--- src/rtl/lldp_pkg.sv ---
// Package for the LLDP TLV validator: shared types and constants.
// No dependencies.
package lldp_pkg;

    localparam int DataW  = 8;
    localparam int TypeW  = 7;
    localparam int LenW   = 9;
    localparam int ValW   = 32;
    localparam int PosW   = 10;

    localparam logic [TypeW-1:0] TypeEnd      = 7'd0;
    localparam logic [TypeW-1:0] TypeChas     = 7'd1;
    localparam logic [TypeW-1:0] TypePort     = 7'd2;
    localparam logic [TypeW-1:0] TypeTtl      = 7'd3;
    localparam logic [TypeW-1:0] TypePortDesc = 7'd4;
    localparam logic [TypeW-1:0] TypeSysName  = 7'd5;
    localparam logic [TypeW-1:0] TypeSysDesc  = 7'd6;
    localparam logic [TypeW-1:0] TypeCaps     = 7'd7;
    localparam logic [TypeW-1:0] TypeMgmt     = 7'd8;
    localparam logic [TypeW-1:0] TypeOrg      = 7'd127;

    typedef struct packed {
        logic [DataW-1:0] data_byte;
        logic             last_byte;
    } t_in_beat;

    typedef struct packed {
        logic             record_kind;
        logic [TypeW-1:0] rec_type;
        logic [LenW-1:0]  rec_length;
        logic             tlv_bad;
        logic [ValW-1:0]  rec_value;
        logic             frame_bad;
        logic             missing_mandatory;
        logic             last_result;
    } t_out_beat;

    // utf8 decoder state: remaining continuation bytes and range code
    typedef struct packed {
        logic [2:0] rc;
        logic [1:0] rem;
    } t_utf8;

endpackage

--- src/rtl/lldp_if.sv ---
// Valid/ready stream interfaces for the LLDP TLV validator.
// Depends on lldp_pkg.
interface lldp_in_if import lldp_pkg::*; ();
    logic     valid;
    logic     ready;
    t_in_beat payload;
    modport source (output valid, output payload, input ready);
    modport sink (input valid, input payload, output ready);
endinterface

interface lldp_out_if import lldp_pkg::*; ();
    logic      valid;
    logic      ready;
    t_out_beat payload;
    modport source (output valid, output payload, input ready);
    modport sink (input valid, input payload, output ready);
endinterface

--- src/rtl/lldp_utf8.sv ---
// One step of the UTF-8 validity decoder.
// Depends on lldp_pkg.
module lldp_utf8 import lldp_pkg::*; (
    input  t_utf8            i_state,
    input  logic [DataW-1:0] i_byte,
    output t_utf8            o_state,
    output logic             o_bad
);
    logic [7:0] lo;
    logic [7:0] hi;

    always_comb begin
        o_state = '0;
        o_bad   = 1'b0;
        lo      = 8'h80;
        hi      = 8'hbf;
        case (i_state.rc)
            3'd1:    lo = 8'ha0;
            3'd2:    hi = 8'h9f;
            3'd3:    lo = 8'h90;
            3'd4:    hi = 8'h8f;
            default: ;
        endcase
        if (i_state.rem == 2'd0) begin
            if (i_byte < 8'h80) begin
                o_state = '0;
            end else if (i_byte >= 8'hc2 && i_byte <= 8'hdf) begin
                o_state = '{rc: 3'd0, rem: 2'd1};
            end else if (i_byte == 8'he0) begin
                o_state = '{rc: 3'd1, rem: 2'd2};
            end else if (i_byte == 8'hed) begin
                o_state = '{rc: 3'd2, rem: 2'd2};
            end else if (i_byte >= 8'he1 && i_byte <= 8'hef) begin
                o_state = '{rc: 3'd0, rem: 2'd2};
            end else if (i_byte == 8'hf0) begin
                o_state = '{rc: 3'd3, rem: 2'd3};
            end else if (i_byte == 8'hf4) begin
                o_state = '{rc: 3'd4, rem: 2'd3};
            end else if (i_byte >= 8'hf1 && i_byte <= 8'hf3) begin
                o_state = '{rc: 3'd0, rem: 2'd3};
            end else begin
                o_bad = 1'b1;
            end
        end else if (i_byte < lo || i_byte > hi) begin
            o_bad = 1'b1;
        end else begin
            o_state = '{rc: 3'd0, rem: i_state.rem - 2'd1};
        end
    end
endmodule

--- src/rtl/lldp_tlv_validator_unit.sv ---
// Top level of the LLDP TLV validator: byte parser, rule checks, result queue.
// Depends on lldp_pkg, lldp_if and lldp_utf8.
//
// One LLDPDU byte enters per beat and may cause up to two result beats (a TLV
// record and a frame verdict). Each accepted byte is registered, then all
// parsing and checking runs in combinational logic that writes its results
// into a four-entry output queue. Bytes are taken every cycle while the
// queue has room for two more results, so the sustained rate is one byte per
// cycle whenever the sink keeps up; the verdict cycle after a TLV record
// drains one extra result. Results pass the input register, then the queue.
module lldp_tlv_validator_unit import lldp_pkg::*; (
    input  logic       i_clk,
    input  logic       i_rst_n,
    lldp_in_if.sink    i_in,
    lldp_out_if.source o_out
);
    localparam int QDepth = 4;
    localparam int QPtrW  = 2;

    // input register
    logic     r_in_vld;
    t_in_beat r_in;

    // parser state
    logic [PosW-1:0]  r_pos;
    logic [DataW-1:0] r_hdr_hi;
    logic [TypeW-1:0] r_type;
    logic [LenW-1:0]  r_len;
    logic [1:0]       r_cnt;
    logic [2:0]       r_seen;
    logic             r_shut;
    logic             r_fbad;
    logic             r_tbad;
    logic [15:0]      r_cap;
    logic [ValW-1:0]  r_acc;
    t_utf8            r_utf;
    logic             r_done;

    logic [PosW-1:0]  n_pos;
    logic [DataW-1:0] n_hdr_hi;
    logic [TypeW-1:0] n_type;
    logic [LenW-1:0]  n_len;
    logic [1:0]       n_cnt;
    logic [2:0]       n_seen;
    logic             n_shut;
    logic             n_fbad;
    logic             n_tbad;
    logic [15:0]      n_cap;
    logic [ValW-1:0]  n_acc;
    t_utf8            n_utf;
    logic             n_done;

    // output queue
    t_out_beat        r_q [QDepth];
    logic [QPtrW-1:0] r_wp;
    logic [QPtrW-1:0] r_rp;
    logic [QPtrW:0]   r_qcnt;

    t_out_beat res0;
    t_out_beat res1;
    logic [1:0] nres;

    t_utf8 utf_nx;
    logic  utf_bad;

    logic [DataW-1:0] b;
    logic             last;
    logic [LenW-1:0]  idx;
    logic [15:0]      hw;
    logic [9:0]       a;
    logic [10:0]      mlen;
    logic             complete;
    logic             end_frame;
    logic             bad;
    logic [ValW-1:0]  val;
    logic [TypeW-1:0] expect_t;
    logic [7:0]       sub;
    logic [7:0]       fam;
    logic             miss;
    logic             fbad_rec;
    logic             deq;

    lldp_utf8 u_utf8 (
        .i_state (r_utf),
        .i_byte  (r_in.data_byte),
        .o_state (utf_nx),
        .o_bad   (utf_bad)
    );

    // accept when queue can absorb two results even with one in flight
    assign i_in.ready    = (r_qcnt - (QPtrW+1)'(deq) + (r_in_vld ? 3'd2 : 3'd0))
                           <= 3'(QDepth - 2);
    assign o_out.valid   = r_qcnt != '0;
    assign o_out.payload = r_q[r_rp];
    assign deq           = o_out.valid && o_out.ready;

    // parse and check one byte
    always_comb begin
        b        = r_in.data_byte;
        last     = r_in.last_byte;
        n_pos    = r_pos;   n_hdr_hi = r_hdr_hi; n_type = r_type; n_len = r_len;
        n_cnt    = r_cnt;   n_seen   = r_seen;   n_shut = r_shut; n_fbad = r_fbad;
        n_tbad   = r_tbad;  n_cap    = r_cap;    n_acc  = r_acc;  n_utf  = r_utf;
        n_done   = r_done;
        res0     = '0;
        res1     = '0;
        nres     = 2'd0;
        complete = 1'b0;
        end_frame = 1'b0;
        idx      = r_pos[LenW-1:0] - LenW'(2);
        hw       = {r_hdr_hi, b};
        a        = {2'b0, r_cap[7:0]};
        mlen     = '0;
        bad      = 1'b0;
        val      = '0;
        expect_t = '0;
        sub      = '0;
        fam      = '0;
        miss     = 1'b0;
        fbad_rec = 1'b0;

        if (r_in_vld) begin
            if (r_done) begin
                if (last) begin
                    n_pos = '0; n_hdr_hi = '0; n_type = '0; n_len = '0; n_cnt = '0;
                    n_seen = '0; n_shut = 1'b0; n_fbad = 1'b0; n_tbad = 1'b0;
                    n_cap = '0; n_acc = '0; n_utf = '0; n_done = 1'b0;
                end
            end else begin
                if (r_pos == '0) begin
                    n_hdr_hi = b;
                    n_pos    = PosW'(1);
                    if (last) begin
                        n_fbad    = 1'b1;
                        end_frame = 1'b1;
                    end
                end else begin
                    if (r_pos == PosW'(1)) begin
                        n_type   = hw[15:9];
                        n_len    = hw[8:0];
                        n_tbad   = 1'b0;
                        n_cap    = '0;
                        n_acc    = '0;
                        n_utf    = '0;
                        n_pos    = PosW'(2);
                        complete = hw[8:0] == '0;
                    end else begin
                        // body byte, idx fits since pos<=len+1
                        if (r_type == TypeChas || r_type == TypePort) begin
                            if (idx == '0) n_cap[7:0] = b;
                            else if (idx == LenW'(1)) n_cap[15:8] = b;
                        end else if (r_type == TypeTtl || r_type == TypeCaps
                                     || r_type == TypeOrg) begin
                            if (idx < LenW'(4)) n_acc = {r_acc[23:0], b};
                        end else if (r_type >= TypePortDesc && r_type <= TypeSysDesc) begin
                            n_utf = utf_nx;
                            if (utf_bad) n_tbad = 1'b1;
                        end else if (r_type == TypeMgmt) begin
                            if (idx == '0) begin
                                n_cap = {8'd0, b};
                            end else if ({1'b0, idx} >= a + 10'd2
                                         && {1'b0, idx} <= a + 10'd5) begin
                                n_acc = {r_acc[23:0], b};
                            end else if ({1'b0, idx} == a + 10'd6) begin
                                n_cap[15:8] = b;
                            end
                        end
                        n_pos    = r_pos + PosW'(1);
                        complete = ({1'b0, idx} + 10'd1) >= {1'b0, r_len};
                    end

                    if (complete) begin
                        // finish the TLV using post-header type/length
                        bad = (r_pos == PosW'(1)) ? 1'b0 : n_tbad;
                        unique case (r_cnt)
                            2'd0:    expect_t = TypeChas;
                            2'd1:    expect_t = TypePort;
                            2'd2:    expect_t = TypeTtl;
                            default: expect_t = n_type;
                        endcase
                        if (n_type != expect_t) bad = 1'b1;
                        if (n_type >= TypeChas && n_type <= TypeTtl
                            && r_seen[n_type[1:0] - 2'd1])
                            bad = 1'b1;
                        if (r_shut && r_cnt == 2'd3 && n_type != TypeEnd) bad = 1'b1;
                        sub  = n_cap[7:0];
                        fam  = n_cap[15:8];
                        a    = {2'b0, n_cap[7:0]};
                        mlen = {1'b0, a} + 11'd7 + {3'b0, fam};
                        case (n_type)
                            TypeEnd: if (n_len != '0) bad = 1'b1;
                            TypeChas, TypePort: begin
                                if (n_len < 9'd2 || n_len > 9'd256) begin
                                    bad = 1'b1;
                                end else begin
                                    if (((n_type == TypeChas && sub == 8'd4)
                                         || (n_type == TypePort && sub == 8'd3))
                                        && n_len != 9'd7)
                                        bad = 1'b1;
                                    if ((n_type == TypeChas && sub == 8'd5)
                                        || (n_type == TypePort && sub == 8'd4)) begin
                                        if (n_len < 9'd3) bad = 1'b1;
                                        else if ((fam == 8'd1 && n_len != 9'd6)
                                                 || (fam == 8'd2 && n_len != 9'd18))
                                            bad = 1'b1;
                                    end
                                end
                            end
                            TypeTtl: begin
                                if (n_len != 9'd2) begin
                                    bad = 1'b1;
                                end else begin
                                    val    = {16'd0, n_acc[15:0]};
                                    n_shut = n_acc[15:0] == '0;
                                end
                            end
                            TypePortDesc, TypeSysName, TypeSysDesc:
                                if (n_utf.rem != '0) bad = 1'b1;
                            TypeCaps: begin
                                if (n_len != 9'd4) bad = 1'b1;
                                else val = n_acc;
                            end
                            TypeMgmt: begin
                                if (n_len < 9'd8 || a == '0
                                    || a + 10'd7 > {1'b0, n_len}) begin
                                    bad = 1'b1;
                                end else begin
                                    if (mlen != {2'b0, n_len}) bad = 1'b1;
                                    if (mlen <= {2'b0, n_len}) val = n_acc;
                                end
                            end
                            TypeOrg: begin
                                if (n_len < 9'd4) bad = 1'b1;
                                else val = n_acc;
                            end
                            default: ;
                        endcase
                        if (n_type >= TypeChas && n_type <= TypeTtl)
                            n_seen[n_type[1:0] - 2'd1] = 1'b1;
                        if (r_cnt != 2'd3) n_cnt = r_cnt + 2'd1;
                        fbad_rec = r_fbad || bad;
                        n_fbad   = fbad_rec;
                        n_pos    = '0;
                        res0 = '{record_kind: 1'b0, rec_type: n_type, rec_length: n_len,
                                 tlv_bad: bad, rec_value: val, frame_bad: fbad_rec,
                                 missing_mandatory: 1'b0, last_result: 1'b0};
                        nres = 2'd1;
                        if (n_type == TypeEnd || last) end_frame = 1'b1;
                    end else if (last) begin
                        n_fbad = 1'b1;
                        res0 = '{record_kind: 1'b0, rec_type: n_type, rec_length: n_len,
                                 tlv_bad: 1'b1, rec_value: '0, frame_bad: 1'b1,
                                 missing_mandatory: 1'b0, last_result: 1'b0};
                        nres = 2'd1;
                        end_frame = 1'b1;
                    end
                end

                if (end_frame) begin
                    miss = n_seen != 3'b111;
                    res1 = '{record_kind: 1'b1, rec_type: '0, rec_length: '0,
                             tlv_bad: 1'b0, rec_value: '0, frame_bad: n_fbad || miss,
                             missing_mandatory: miss, last_result: 1'b1};
                    if (nres == 2'd0) res0 = res1;
                    nres = nres + 2'd1;
                    if (last) begin
                        n_pos = '0; n_hdr_hi = '0; n_type = '0; n_len = '0; n_cnt = '0;
                        n_seen = '0; n_shut = 1'b0; n_fbad = 1'b0; n_tbad = 1'b0;
                        n_cap = '0; n_acc = '0; n_utf = '0; n_done = 1'b0;
                    end else begin
                        n_done = 1'b1;
                    end
                end else if (nres == 2'd1) begin
                    res0.last_result = 1'b1;
                end
            end
        end
    end

    // input register
    always_ff @(posedge i_clk) begin
        if (!i_rst_n) begin
            r_in_vld <= 1'b0;
        end else begin
            r_in_vld <= i_in.valid && i_in.ready;
        end
        r_in <= i_in.payload;
    end

    // parser state
    always_ff @(posedge i_clk) begin
        if (!i_rst_n) begin
            r_pos <= '0; r_hdr_hi <= '0; r_type <= '0; r_len <= '0; r_cnt <= '0;
            r_seen <= '0; r_shut <= 1'b0; r_fbad <= 1'b0; r_tbad <= 1'b0;
            r_cap <= '0; r_acc <= '0; r_utf <= '0; r_done <= 1'b0;
        end else begin
            r_pos <= n_pos; r_hdr_hi <= n_hdr_hi; r_type <= n_type; r_len <= n_len;
            r_cnt <= n_cnt; r_seen <= n_seen; r_shut <= n_shut; r_fbad <= n_fbad;
            r_tbad <= n_tbad; r_cap <= n_cap; r_acc <= n_acc; r_utf <= n_utf;
            r_done <= n_done;
        end
    end

    // result queue
    always_ff @(posedge i_clk) begin
        if (!i_rst_n) begin
            r_wp   <= '0;
            r_rp   <= '0;
            r_qcnt <= '0;
        end else begin
            r_wp   <= r_wp + QPtrW'(nres);
            r_rp   <= r_rp + QPtrW'(deq);
            r_qcnt <= r_qcnt + (QPtrW+1)'(nres) - (QPtrW+1)'(deq);
        end
        if (nres != 2'd0) r_q[r_wp] <= res0;
        if (nres == 2'd2) r_q[r_wp + QPtrW'(1)] <= res1;
    end

endmodule

--- src/flat_wrapper.sv ---
// flat-port wrapper written by rule: the top's interface ports become plain ports
module lldp_tlv_validator_unit_flat import lldp_pkg::*;
  (i_clk, i_rst_n, i_in_valid, i_in_payload, i_in_ready, o_out_valid, o_out_payload, o_out_ready);
  lldp_in_if i_in_i ();
  lldp_out_if o_out_i ();
  input  logic i_clk;
  input  logic i_rst_n;
  input wire logic [$bits(i_in_i.valid)-1:0] i_in_valid;
  input wire logic [$bits(i_in_i.payload)-1:0] i_in_payload;
  output wire logic [$bits(i_in_i.ready)-1:0] i_in_ready;
  output wire logic [$bits(o_out_i.valid)-1:0] o_out_valid;
  output wire logic [$bits(o_out_i.payload)-1:0] o_out_payload;
  input wire logic [$bits(o_out_i.ready)-1:0] o_out_ready;
  assign i_in_i.valid = i_in_valid;
  assign i_in_i.payload = i_in_payload;
  assign i_in_ready = i_in_i.ready;
  assign o_out_valid = o_out_i.valid;
  assign o_out_payload = o_out_i.payload;
  assign o_out_i.ready = o_out_ready;
  lldp_tlv_validator_unit u_core (.i_clk(i_clk), .i_rst_n(i_rst_n), .i_in(i_in_i), .o_out(o_out_i));
endmodule
--- config.mk ---
export PLATFORM = sky130hd
export DESIGN_NAME = lldp_tlv_validator_unit_flat
export DESIGN_NICKNAME = d
export VERILOG_FILES = /design/src/rtl/lldp_pkg.sv /design/src/rtl/lldp_if.sv /design/src/rtl/lldp_utf8.sv /design/src/rtl/lldp_tlv_validator_unit.sv /design/src/flat_wrapper.sv
export SDC_FILE = /design/constraint.sdc
export NUM_CORES = 1
export LEC_CHECK = 0
export BUFFER_PORTS_ARGS = -buffer_cell sky130_fd_sc_hd__buf_4
export CAP_MARGIN = 20
export CELL_PAD_IN_SITES_DETAIL_PLACEMENT = 1
export CELL_PAD_IN_SITES_GLOBAL_PLACEMENT = 1
export CORE_MARGIN = 10
export CORE_UTILIZATION = 44
export CTS_CLUSTER_SIZE = 8
export DETAILED_ROUTE_END_ITERATION = 10
export PLACE_DENSITY = 0.83
export SYNTH_ARGS = -nofsm -noshare
export SYNTH_HDL_FRONTEND = slang
export SYNTH_SLANG_ARGS = --single-unit
--- constraint.sdc ---
create_clock -name i_clk -period 6.8 [get_ports i_clk]
set_input_delay 1.02 -clock i_clk [delete_from_list [all_inputs] [get_ports i_clk]]
set_output_delay 1.02 -clock i_clk [all_outputs]
set_load 0.01 [all_outputs]
==> summary.txt, run 1 <==
Global route
  – GR Layer Usage met1: 29.4%
  – Top Usage Layer GRT: met2
  – Vias in the first global route: 17300
  – First-pass GRT wire length: 97.7 mm
  – Largest net degree at the start of global routing: 77
  – Met2 Use GR: 41.7%
  – Met3 Resource Use GR: 3.81%
  – GRT overflow: 0
  – Initial antenna violation count: 1
  – Gr usage total: 24.2%

Floorplan
  – Die width: 221 um
  – FP Rows: 73
  – Die Span Y: 221 um
  – Core area: 39900 um^2
  – Starting density of the core: 44.7%
  – I/O pin cnt: 68
  – Die area: 49000 um^2

Worst setup path
  – Most used cell, CP: or4_4
  – Crit path kind: flip-flop to flip-flop
  – Worst path max stage delay: 0.55 ns
  – Worst Path Required: 7.31 ns
  – Reg2Reg Depth: 31
  – CP arrival: 7.30 ns
  – Critical path capture point type: flip-flop
  – CP startpoint kind: flip-flop
  – Crit path max fanout: 8
  – CP max stage cell: or4_4

Yosys
  – Top cells by area, synth: dfxtp_1 35%, mux4_2 6.7%, ha_1 6.0%, o21ai_0 4.0%, nand2_1 3.6%
  – Syn_nets: 2069
  – Synth Area in Compound Gates: 19.6%
  – Top FF cell, synth: dfxtp_1
  – Yosys synthesis warning count: 0
  – Adder-cell share of the synthesized area: 6.49%
  – Avg Synthesized Cell Area: 9.07 um^2
  – Mux contribution to synthesized area: 10.1%
  – Gate Count Post-Synth: 1968
  – EDFF count, synth: 16
  – Register area share after synthesis: 37.3%
  – Largest family of logic cells by synthesized area: compound AO/OA/AOI/OAI gates
  – Post-Syn Area: 17900 um^2
  – Post-synth ARST share: 0%
  – Biggest area consumer among synthesized cells: dfxtp_1
  – Synth Area in Simple Gates: 18.1%
  – #FFs+latches synth: 325
  – Yosys cell types: 84
  – Top-area cell type share of the netlist area: 34.7%
  – Post-synthesis xor/xnor area fraction: 3.37%

Final layout
  – Share of cells above drive strength 1: 21.5%
  – Fill count: 4451
  – Diode count: 0
  – Area of the multi-input gates: 10900 um^2
  – FF+latch area: 6680 um^2
  – Most common library cell in the layout ignoring fill and taps: dfxtp_1
  – Commonest cells after routing, fill and taps aside: 301 x dfxtp_1, 166 x buf_4, 163 x nand2_1
  – Final Core Density: 53.1%
  – Nets: 2144
  – Area delta synth->final: 18.8%

Power and ir drop
  – Total power: 5.36 mW
  – P per Cell Area: 253 nW/um^2
  – Peak VDD IR: 0.172 mV
  – Leak: 7.89 nW

STA
  – RSZ-0062 raised after global routing: yes
  – Endpoints failing hold: 0
  – Shortest period the worst path allows: 6.79 ns
  – Rel. slew slack: 32.7%
  – Post-route clock skew: 0.0274 ns
  – Sum of negative setup slack: 0 ns
  – Slew @ Worst Pin: 1.01 ns
  – Fmax: 147 MHz
  – Final worst-path cycle share: 99.8%
  – # setup viols final: 0
  – Final Max Slew Viols: 0

Clocking
  – Clk slew on worst S/H paths: 0.05 ns
  – CTS tree: done
  – Htree depth: 2
  – Root Buffer: clkbuf_16
  – Clock Latency Late Sink: 0.60 ns
  – Clock Sinks: 325
  – CTS Buf Count: 47
  – Deepest clock path buffer count: 3

Route
  – Vias per Instance: 6.39
  – DRT Pass-1 Iters: 6
  – Vias: 16500
  – Routed Antenna Nets: 0
  – Final WL: 64.0 mm
  – Routed WL per cell: 24.8 um
  – Drt drc: 0
  – Initial DRC count: 1503

Hold path
  – Hold Crit Class: flip-flop to flip-flop
  – Hold Crit Depth: 2

Placement
  – Hpwl dp: 41.9 mm
  – Quantity of I/O buffers inserted on ports: 67
  – Gpl congestion: 0.955

Flow run
  – Max-cap violation count: 0

Outcome
  – Status: finished, final reports clean
-- kinds of logic (layout without fill, tap and decap cells) --
logic type | after synthesis | in the layout
buffers and inverters | 223 | 309
muxes | 111 | 111
and+or+nand+nor | 635 | 635
adders and majority gates | 92 | 92
DFF | 325 | 325
xor gates and xnor gates | 67 | 67
AOI/OAI and AO/OA | 515 | 515
-- path summary, 6_finish.rpt --
path / slack (ns) / to / startpoint
min reg2reg: 0.46 / u_core.r_q[0][46] / u_core.r_q[0][46]
max reg2reg: 0.01 / u_core.r_q[3][30] / u_core.r_pos[1]
max: 0.01 / u_core.r_q[3][30] / u_core.r_pos[1]
min: 0.46 / u_core.r_q[0][46] / u_core.r_q[0][46]
-- sequential cells by signal, summed over array words and instances, names as in the netlist, 3 cells and up --
| signal | flops |
|---|---|
| u_core.r_q | 212 |
| u_core.r_qcnt | 3 |
| u_core.r_pos | 10 |
| u_core.b | 8 |
| u_core.r_len | 9 |
| u_core.r_utf | 5 |
| u_core.r_acc | 32 |
| u_core.r_cap | 16 |
| u_core.r_seen | 3 |
| u_core.r_type | 7 |
| u_core.r_hdr_hi | 8 |
-- synth_stat cells, drive strengths merged (53+ instances only) --
cell type / count
nor2b: 60
ha: 86
inv: 73
nor3: 53
mux4: 53
a32o: 64
nand2: 181
clkbuf: 127
nand3: 86
nor2: 100
dfxtp: 309
a21oi: 72
o21ai: 182
-- layer usage --
metal  vias to the layer above  share of wire, %
li1                       7374                 -
met1                      8348                41
met2                       619                50
met3                       142               5.9
met4                         0               3.3
met5                         -                 0
-- worst max-delay path: cells and delay by family (launching register included) --
kind	cells	cell delay [ns]
AND/OR/NAND/NOR	12	2.75
flip-flops	1	0.34
adder cells (fa/ha/maj)	4	1.20
XOR/XNOR	3	0.51
buffers and inverters	4	0.54
AO/OA/AOI/OAI	8	1.34
-- repair_timing --
item / 4_1_cts / 5_1_grt
cloned: 1 / 0
hold buffers: 0 / 0
pin swaps: 5 / 36
gates resized for setup: 21 / 125
endpoints found under the setup margin: 68 / 98
setup buffers: 1 / 14
-- metrics by stage --
| step | setup slack [ns] | hold WS (ns) | cells | cell area [um^2] |
|---|---|---|---|---|
| 3_5_place_dp | -0.381 | 0.441 | 2503 | 19200 |
| 5_1_grt | -0.174 | 0.483 | 2579 | 21200 |
| 2_1_floorplan | 0.0583 | 0.420 | 1968 | 17900 |
| 3_3_place_gp | 0.0725 | 0.428 | 2503 | 19200 |
| 4_1_cts | 0.0344 | 0.453 | 2565 | 20600 |
| 6_report | 0.0112 | 0.456 | 2579 | 21200 |
-- report_power, final --
part / leakage [nW] / switching (mW) / internal, mW
Combinational: 4.59 / 0.752 / 0.426
Clock: 0.639 / 0.891 / 1.26
Sequential: 2.66 / 0.0678 / 1.96
-- layout make-up --
type | instances | share of cell area [%]
clock buffer | 55 | 5.78
clock inverter | 5 | 0.378
inverter | 74 | 1.31
multi-input combinational | 1420 | 51.3
sequential | 325 | 31.5
tap | 525 | 3.10
timing repair buffer | 175 | 6.68
Note: power is estimated with default switching activity, not from simulation.
==> inputs of run 2 (changes only) <==
--- a/config.mk
+++ b/config.mk
@@ -10,10 +10,10 @@
 export CELL_PAD_IN_SITES_DETAIL_PLACEMENT = 1
 export CELL_PAD_IN_SITES_GLOBAL_PLACEMENT = 1
 export CORE_MARGIN = 10
-export CORE_UTILIZATION = 44
+export CORE_UTILIZATION = 31
 export CTS_CLUSTER_SIZE = 8
 export DETAILED_ROUTE_END_ITERATION = 10
-export PLACE_DENSITY = 0.83
+export PLACE_DENSITY = 0.63
 export SYNTH_ARGS = -nofsm -noshare
 export SYNTH_HDL_FRONTEND = slang
 export SYNTH_SLANG_ARGS = --single-unit
==> run 2 against run 1 <==
Against the previous run:
- wire length down 2.6%
- worst setup slack better by 0.052 ns
- via count is 3.8% lower
- clock-buffer cell count up 5
- sequential power barely moved
- combinational power about the same
- critical path type unchanged
- largest power group unchanged
==> summary.txt, run 2 (synthesized netlist as in run 1, its figures left out) <==
Final layout
  – Commonest cells after routing, fill and taps aside: 302 x dfxtp_1, 180 x buf_4, 164 x nand2_1
  – Final Core Density: 38.1%
  – Nets: 2156
  – Top reg by flops: u_core.r_q
  – Largest regs: u_core.r_q x212, u_core.r_acc x32, u_core.r_cap x16
  – Share of cells above drive strength 1: 21.6%
  – Max reg flops: 212
  – Area delta synth->final: 21.0%
  – Most common library cell in the layout ignoring fill and taps: dfxtp_1
  – Diode count: 0
  – Post-route cell area: 21600 um^2

Route
  – DRT Pass-1 Iters: 5
  – Drt drc: 0
  – Routed WL per cell: 22.0 um
  – Vias per Instance: 5.60
  – Vias: 15900
  – Initial DRC count: 916
  – Routed Antenna Nets: 0
  – Final WL: 62.3 mm

Worst setup path
  – CP startpoint kind: flip-flop
  – Reg2Reg Depth: 31
  – Worst path max stage delay: 0.54 ns
  – Worst Path Required: 7.30 ns
  – Crit. Startpoint: u_core.r_pos[2]
  – Most used cell, CP: buf_4
  – Critical path capture point type: flip-flop
  – RR Endpoint: u_core.r_q[3][34]
  – CP max stage cell: or4_4
  – CP arrival: 7.24 ns
  – Timing endpoint of the critical path: u_core.r_q[3][34]
  – R2r setup slk: 0.06 ns
  – Reg-to-reg startpoint: u_core.r_pos[2]
  – Crit path max fanout: 8
  – Crit path kind: flip-flop to flip-flop

Global route
  – GR Layer Usage met1: 22.9%
  – Met3 Resource Use GR: 2.79%
  – Top Usage Layer GRT: met2
  – Vias in the first global route: 16600
  – First-pass GRT wire length: 96.9 mm
  – Largest net degree at the start of global routing: 77
  – Gr usage total: 17.9%
  – GRT overflow: 0
  – Initial antenna violation count: 2
  – Met2 Use GR: 30.9%

Flow run
  – Max-cap violation count: 0

Power and ir drop
  – Leak: 8.08 nW
  – P per Cell Area: 250 nW/um^2
  – Total power: 5.40 mW
  – Peak VDD IR: 0.198 mV

Clocking
  – Root Buffer: clkbuf_16
  – Deepest clock path buffer count: 3
  – Clock Sinks: 325
  – CTS tree: done
  – Htree depth: 2
  – Clk slew on worst S/H paths: 0.05 ns
  – CTS Buf Count: 48
  – Clock Latency Late Sink: 0.60 ns

STA
  – RSZ-0062 raised after global routing: yes
  – Rel. slew slack: 28.2%
  – Fin Hold WS: 0.444 ns
  – Final worst-path cycle share: 99.1%
  – Slew @ Worst Pin: 1.08 ns
  – # setup viols final: 0
  – Endpoints failing hold: 0
  – Fin worst setup slack: 0.0633 ns
  – Post-route clock skew: 0.0192 ns
  – Fmax: 148 MHz
  – Final Max Slew Viols: 0
  – Shortest period the worst path allows: 6.74 ns

Floorplan
  – Die width: 260 um
  – Die area: 67600 um^2
  – Starting density of the core: 31.5%
  – Die Span Y: 260 um
  – Core area: 56700 um^2
  – I/O pin cnt: 68
  – FP Rows: 87

Placement
  – Setup WS pre-CTS: -0.326 ns
  – Quantity of I/O buffers inserted on ports: 67
  – Hpwl dp: 43.6 mm
  – Gpl congestion: 0.884
  – Dpl cell area: 19600 um^2

Hold path
  – Hold Crit Class: flip-flop to flip-flop

Outcome
  – Status: finished, final reports clean
-- run 2: cell count changes in the layout (fill, tap and decap cells not counted), sizes merged --
cell | before | now
buf | 175 | 186
inv | 75 | 73
clkbuf | 55 | 60
clkinv | 4 | 8
-- run 2: final cells by class --
cell class	instances	area, um^2
clock buffers	60	1260
clock inverters	7	96.3
fillers	6435	35100
inverters	74	278
multi-input cells	1420	10900
flip-flops and latches	325	6680
well taps	756	946
repair buffers	186	1460
-- run 2: worst min-delay path by stage --
stage,from,to,depth (start not counted)
2_1_floorplan,u_core.r_q[1][38],u_core.r_q[1][38],2
3_3_place_gp,u_core.r_q[3][45],u_core.r_q[3][45],2
3_5_place_dp,u_core.r_q[2][33],u_core.r_q[2][33],2
4_1_cts,u_core.r_q[0][26],u_core.r_q[0][26],2
5_1_grt,u_core.r_q[2][33],u_core.r_q[2][33],2
6_report,u_core.r_q[2][28],u_core.r_q[2][28],2
-- run 2: what timing repair did --
item,4_1_cts,5_1_grt
hold buffers,0,0
cloned,1,0
gates resized for setup,24,115
setup buffers,3,7
pin swaps,10,34
endpoints found under the setup margin,64,68
-- run 2: worst max-delay path: cells and delay by family (launching register included) --
kind,cells,cell delay [ns]
flops,1,0.33
compound gates,9,1.73
xor+xnor,3,0.47
fa+ha+maj,2,0.48
buf+inv,5,0.89
simple gates,12,2.75
-- run 2: power breakdown --
group / internal, mW / switching, mW
registers: 1.96 / 0.0898
logic: 0.421 / 0.737
clock network: 1.29 / 0.902
-- run 2: through the flow --
stage	cells	TNS [ns]
2_1_floorplan	1968	0
6_report	2828	0
4_1_cts	2822	0
3_5_place_dp	2751	-12.47
5_1_grt	2828	-5.96
3_3_place_gp	2750	-0.610
-- run 2: layer usage --
layer	up-vias	wire length, um
met5	-	0
met1	8008	27800
met4	0	1390
met2	341	30300
met3	90	2770
li1	7411	-
==> inputs of run 3 (changes only) <==
--- a/config.mk
+++ b/config.mk
@@ -5,6 +5,7 @@
 export SDC_FILE = /design/constraint.sdc
 export NUM_CORES = 1
 export LEC_CHECK = 0
+export ABC_AREA = 1
 export BUFFER_PORTS_ARGS = -buffer_cell sky130_fd_sc_hd__buf_4
 export CAP_MARGIN = 20
 export CELL_PAD_IN_SITES_DETAIL_PLACEMENT = 1
@@ -13,7 +14,7 @@
 export CORE_UTILIZATION = 31
 export CTS_CLUSTER_SIZE = 8
 export DETAILED_ROUTE_END_ITERATION = 10
-export PLACE_DENSITY = 0.63
+export PLACE_DENSITY = 0.66
 export SYNTH_ARGS = -nofsm -noshare
 export SYNTH_HDL_FRONTEND = slang
 export SYNTH_SLANG_ARGS = --single-unit
==> constraint.sdc (replaced) <==
create_clock -name i_clk -period 5.8 [get_ports i_clk]
set_input_delay 0.87 -clock i_clk [delete_from_list [all_inputs] [get_ports i_clk]]
set_output_delay 0.87 -clock i_clk [all_outputs]
set_load 0.01 [all_outputs]
==> run 3 against run 2 <==
Against the previous run:
- the flow now finishes with violations (slew limit)
- synthesized cell count increased by 31%
- wire length increased by 17%
- die area increased by 4.3%
- combinational power increased to 3.1 times the previous value
- non-clock buffer count increased by 14
- critical path depth increased by 6
- via count increased by 21%
- design area increased by 4.3%
- sequential share of layout area decreased by 1.3 points
- final cell count increased by 22%
- total power increased by 59%
- utilization decreased by 0.12 points
- critical endpoint is now u_core.r_q[3][27]
==> summary.txt, run 3 <==
Outcome
  – Status: finished, violations left
  – Failing checks: slew limit

Final layout
  – Largest regs: u_core.r_q x212, u_core.r_acc x32, u_core.r_cap x16
  – Area delta synth->final: 20.6%
  – Nets: 2767
  – Commonest cells after routing, fill and taps aside: 459 x nand2_1, 303 x dfxtp_1, 274 x o21ai_0
  – Share of cells above drive strength 1: 13.9%
  – Top reg by flops: u_core.r_q
  – Fin cells: 3451
  – Most common library cell in the layout ignoring fill and taps: nand2_1
  – Post-route cell area: 22500 um^2
  – Diode count: 0
  – Max reg flops: 212
  – Fill count: 7226
  – Final Core Density: 38.0%

Route
  – Initial DRC count: 1206
  – Drt drc: 0
  – Vias: 19300
  – Vias per Instance: 5.58
  – DRT Pass-1 Iters: 5
  – Routed Antenna Nets: 0
  – Post-Route M1 WL: 33.3 mm
  – Detailed route wirelength on metal2: 35.3 mm
  – Final WL: 73.1 mm
  – Highest routed layer: met4
  – Routed WL per cell: 21.2 um
  – DR WL met3: 3.11 mm

Floorplan
  – Starting density of the core: 31.5%
  – FP Rows: 89
  – Die Span Y: 266 um
  – Die width: 266 um
  – Die area: 70500 um^2
  – Core area: 59400 um^2
  – I/O pin cnt: 68

Yosys
  – Top cells by area, synth: dfxtp_1 33%, nand2_1 9.5%, o21ai_0 7.4%, a32o_1 6.5%, ha_1 5.8%
  – Gate Count Post-Synth: 2576
  – Post-synth ARST share: 0%
  – Commonest cells in the netlist: 474 x nand2_1, 309 x dfxtp_1, 275 x o21ai_0
  – Avg Synthesized Cell Area: 7.26 um^2
  – Biggest area consumer among synthesized cells: dfxtp_1
  – Top-area cell type share of the netlist area: 33.1%
  – Syn_nets: 2677
  – Yosys synthesis warning count: 0
  – EDFF count, synth: 16
  – Top FF cell, synth: dfxtp_1
  – #FFs+latches synth: 325
  – Post-Syn Area: 18700 um^2
  – Register area share after synthesis: 35.7%
  – Top-count cell post-synth: nand2_1
  – Yosys cell types: 59

Worst setup path
  – Critical path capture point type: flip-flop
  – Worst path depth: 37
  – Crit path kind: flip-flop to flip-flop
  – Worst Path Required: 6.26 ns
  – Delay-heaviest family, CP: simple AND/OR/NAND/NOR gates
  – CP Buf/Inv Count: 6
  – CP startpoint kind: flip-flop
  – Most used cell, CP: nand3_2
  – CP arrival: 6.11 ns
  – Crit path max fanout: 6
  – Reg2Reg Depth: 37
  – Worst path max stage delay: 0.37 ns
  – CP max stage cell: dfxtp_4

Clocking
  – CTS tree: done
  – Htree depth: 2
  – CTS Buf Count: 47
  – Deepest clock path buffer count: 3
  – Clock Sinks: 325
  – Root Buffer: clkbuf_16
  – Clk slew on worst S/H paths: 0.05 ns
  – Clock Latency Late Sink: 0.60 ns

STA
  – Shortest period the worst path allows: 5.65 ns
  – Final Max Slew Viols: 3
  – # setup viols final: 0
  – Slew @ Worst Pin: 1.51 ns
  – Post-route clock skew: 0.0425 ns
  – Endpoints failing hold: 0
  – Final worst-path cycle share: 97.4%
  – RSZ-0062 raised after global routing: yes
  – Fmax: 177 MHz
  – Fin Hold WS: 0.371 ns
  – Rel. slew slack: -0.600%

Power and ir drop
  – P per Cell Area: 381 nW/um^2
  – Comb power frac: 41.7%
  – Sw Share: 41.2%
  – Psw: 3.54 mW
  – Sequential share of power: 29.0%
  – Total power: 8.60 mW
  – Int Pwr: 5.05 mW
  – Clock group share of total power: 29.4%
  – Leak: 8.95 nW
  – Peak VDD IR: 0.253 mV

Flow run
  – Max-cap violation count: 0

Global route
  – Initial antenna violation count: 0
  – Vias in the first global route: 19900
  – GRT overflow: 0
  – Gr usage total: 19.7%
  – First-pass GRT wire length: 113 mm
  – Largest net degree at the start of global routing: 107

Placement
  – Gpl congestion: 0.914
  – Hpwl dp: 47.8 mm
  – Inst Count DP: 3345
  – Dpl cell area: 20300 um^2
  – Quantity of I/O buffers inserted on ports: 67

Hold path
  – Hold Crit Depth: 1
  – Hold Crit Class: input pin to flip-flop
==> run 3: cell types whose count changed in the layout (fill, tap and decap cells not counted), moves of 68 or more <==
cell	previous run	this run
nor2_1	92	239
a21oi_1	67	183
nand2_1	164	459
o21ai_0	116	274
o211ai_1	6	74
inv_1	70	238
==> run 3: worst paths after layout <==
kind,from,to,slack [ns]
worst min register to register,u_core.r_hdr_hi[0],u_core.r_hdr_hi[0],0.45
worst min-delay path,i_in_payload[4],u_core.b[3],0.37
worst max-delay path,u_core.r_cap[1],u_core.r_q[3][27],0.15
worst max register to register,u_core.r_cap[1],u_core.r_q[3][27],0.15
==> run 3: area by class of cell <==
type	instances	area, um^2	area share (%)
multi-input cells	1830	10700	47.6
flip-flops and latches	325	6680	29.6
repair buffers	200	1880	8.36
clock buffers	56	1220	5.41
inverters	262	992	4.40
well taps	773	967	4.29
clock inverters	5	65.1	0.289
==> run 3: power groups by stage <==
stage / Clock, mW / Sequential [mW] / Combinational, mW
6_report: 2.52 / 2.49 / 3.58
5_1_grt: 2.66 / 2.50 / 3.97
4_1_cts: 2.57 / 2.48 / 3.44
3_5_place_dp: 0 / 2.53 / 3.39
3_3_place_gp: 0 / 2.52 / 3.31
2_1_floorplan: 0 / 2.46 / 2.09
==> run 3: timing repair <==
action                     CTS  global route
setup buffers                6            20
setup endpoints to repair  173           181
pin swaps                    4            40
gates cloned                 7             8
gates resized for setup     19            70
hold buffers                 0             0
==> run 3: layer usage <==
metal / global-route usage, % / vias up
met5: 0 / -
met4: 4.95 / 0
li1: - / 9104
met1: 25.4 / 9642
met3: 2.27 / 94
met2: 34.4 / 412
==> run 3: through the flow <==
stage | TNS [ns] | worst slack [ns]
2_1_floorplan | 0 | 0.420
3_3_place_gp | 0 | 0.0365
3_5_place_dp | -14.68 | -0.141
4_1_cts | -0.0814 | -0.00671
5_1_grt | -9.87 | -0.122
6_report | 0 | 0.150
==> run 3: cells by family (layout without fill, tap and decap cells) <==
family / count (synthesis) / count (layout) / share of synthesized area [%]
flops: 325 / 325 / 35.7
buf+inv: 425 / 523 / 8.96
simple gates: 912 / 916 / 20.5
compound gates: 782 / 782 / 26.8
fa+ha+maj: 88 / 88 / 5.97
xor+xnor: 44 / 44 / 2.10
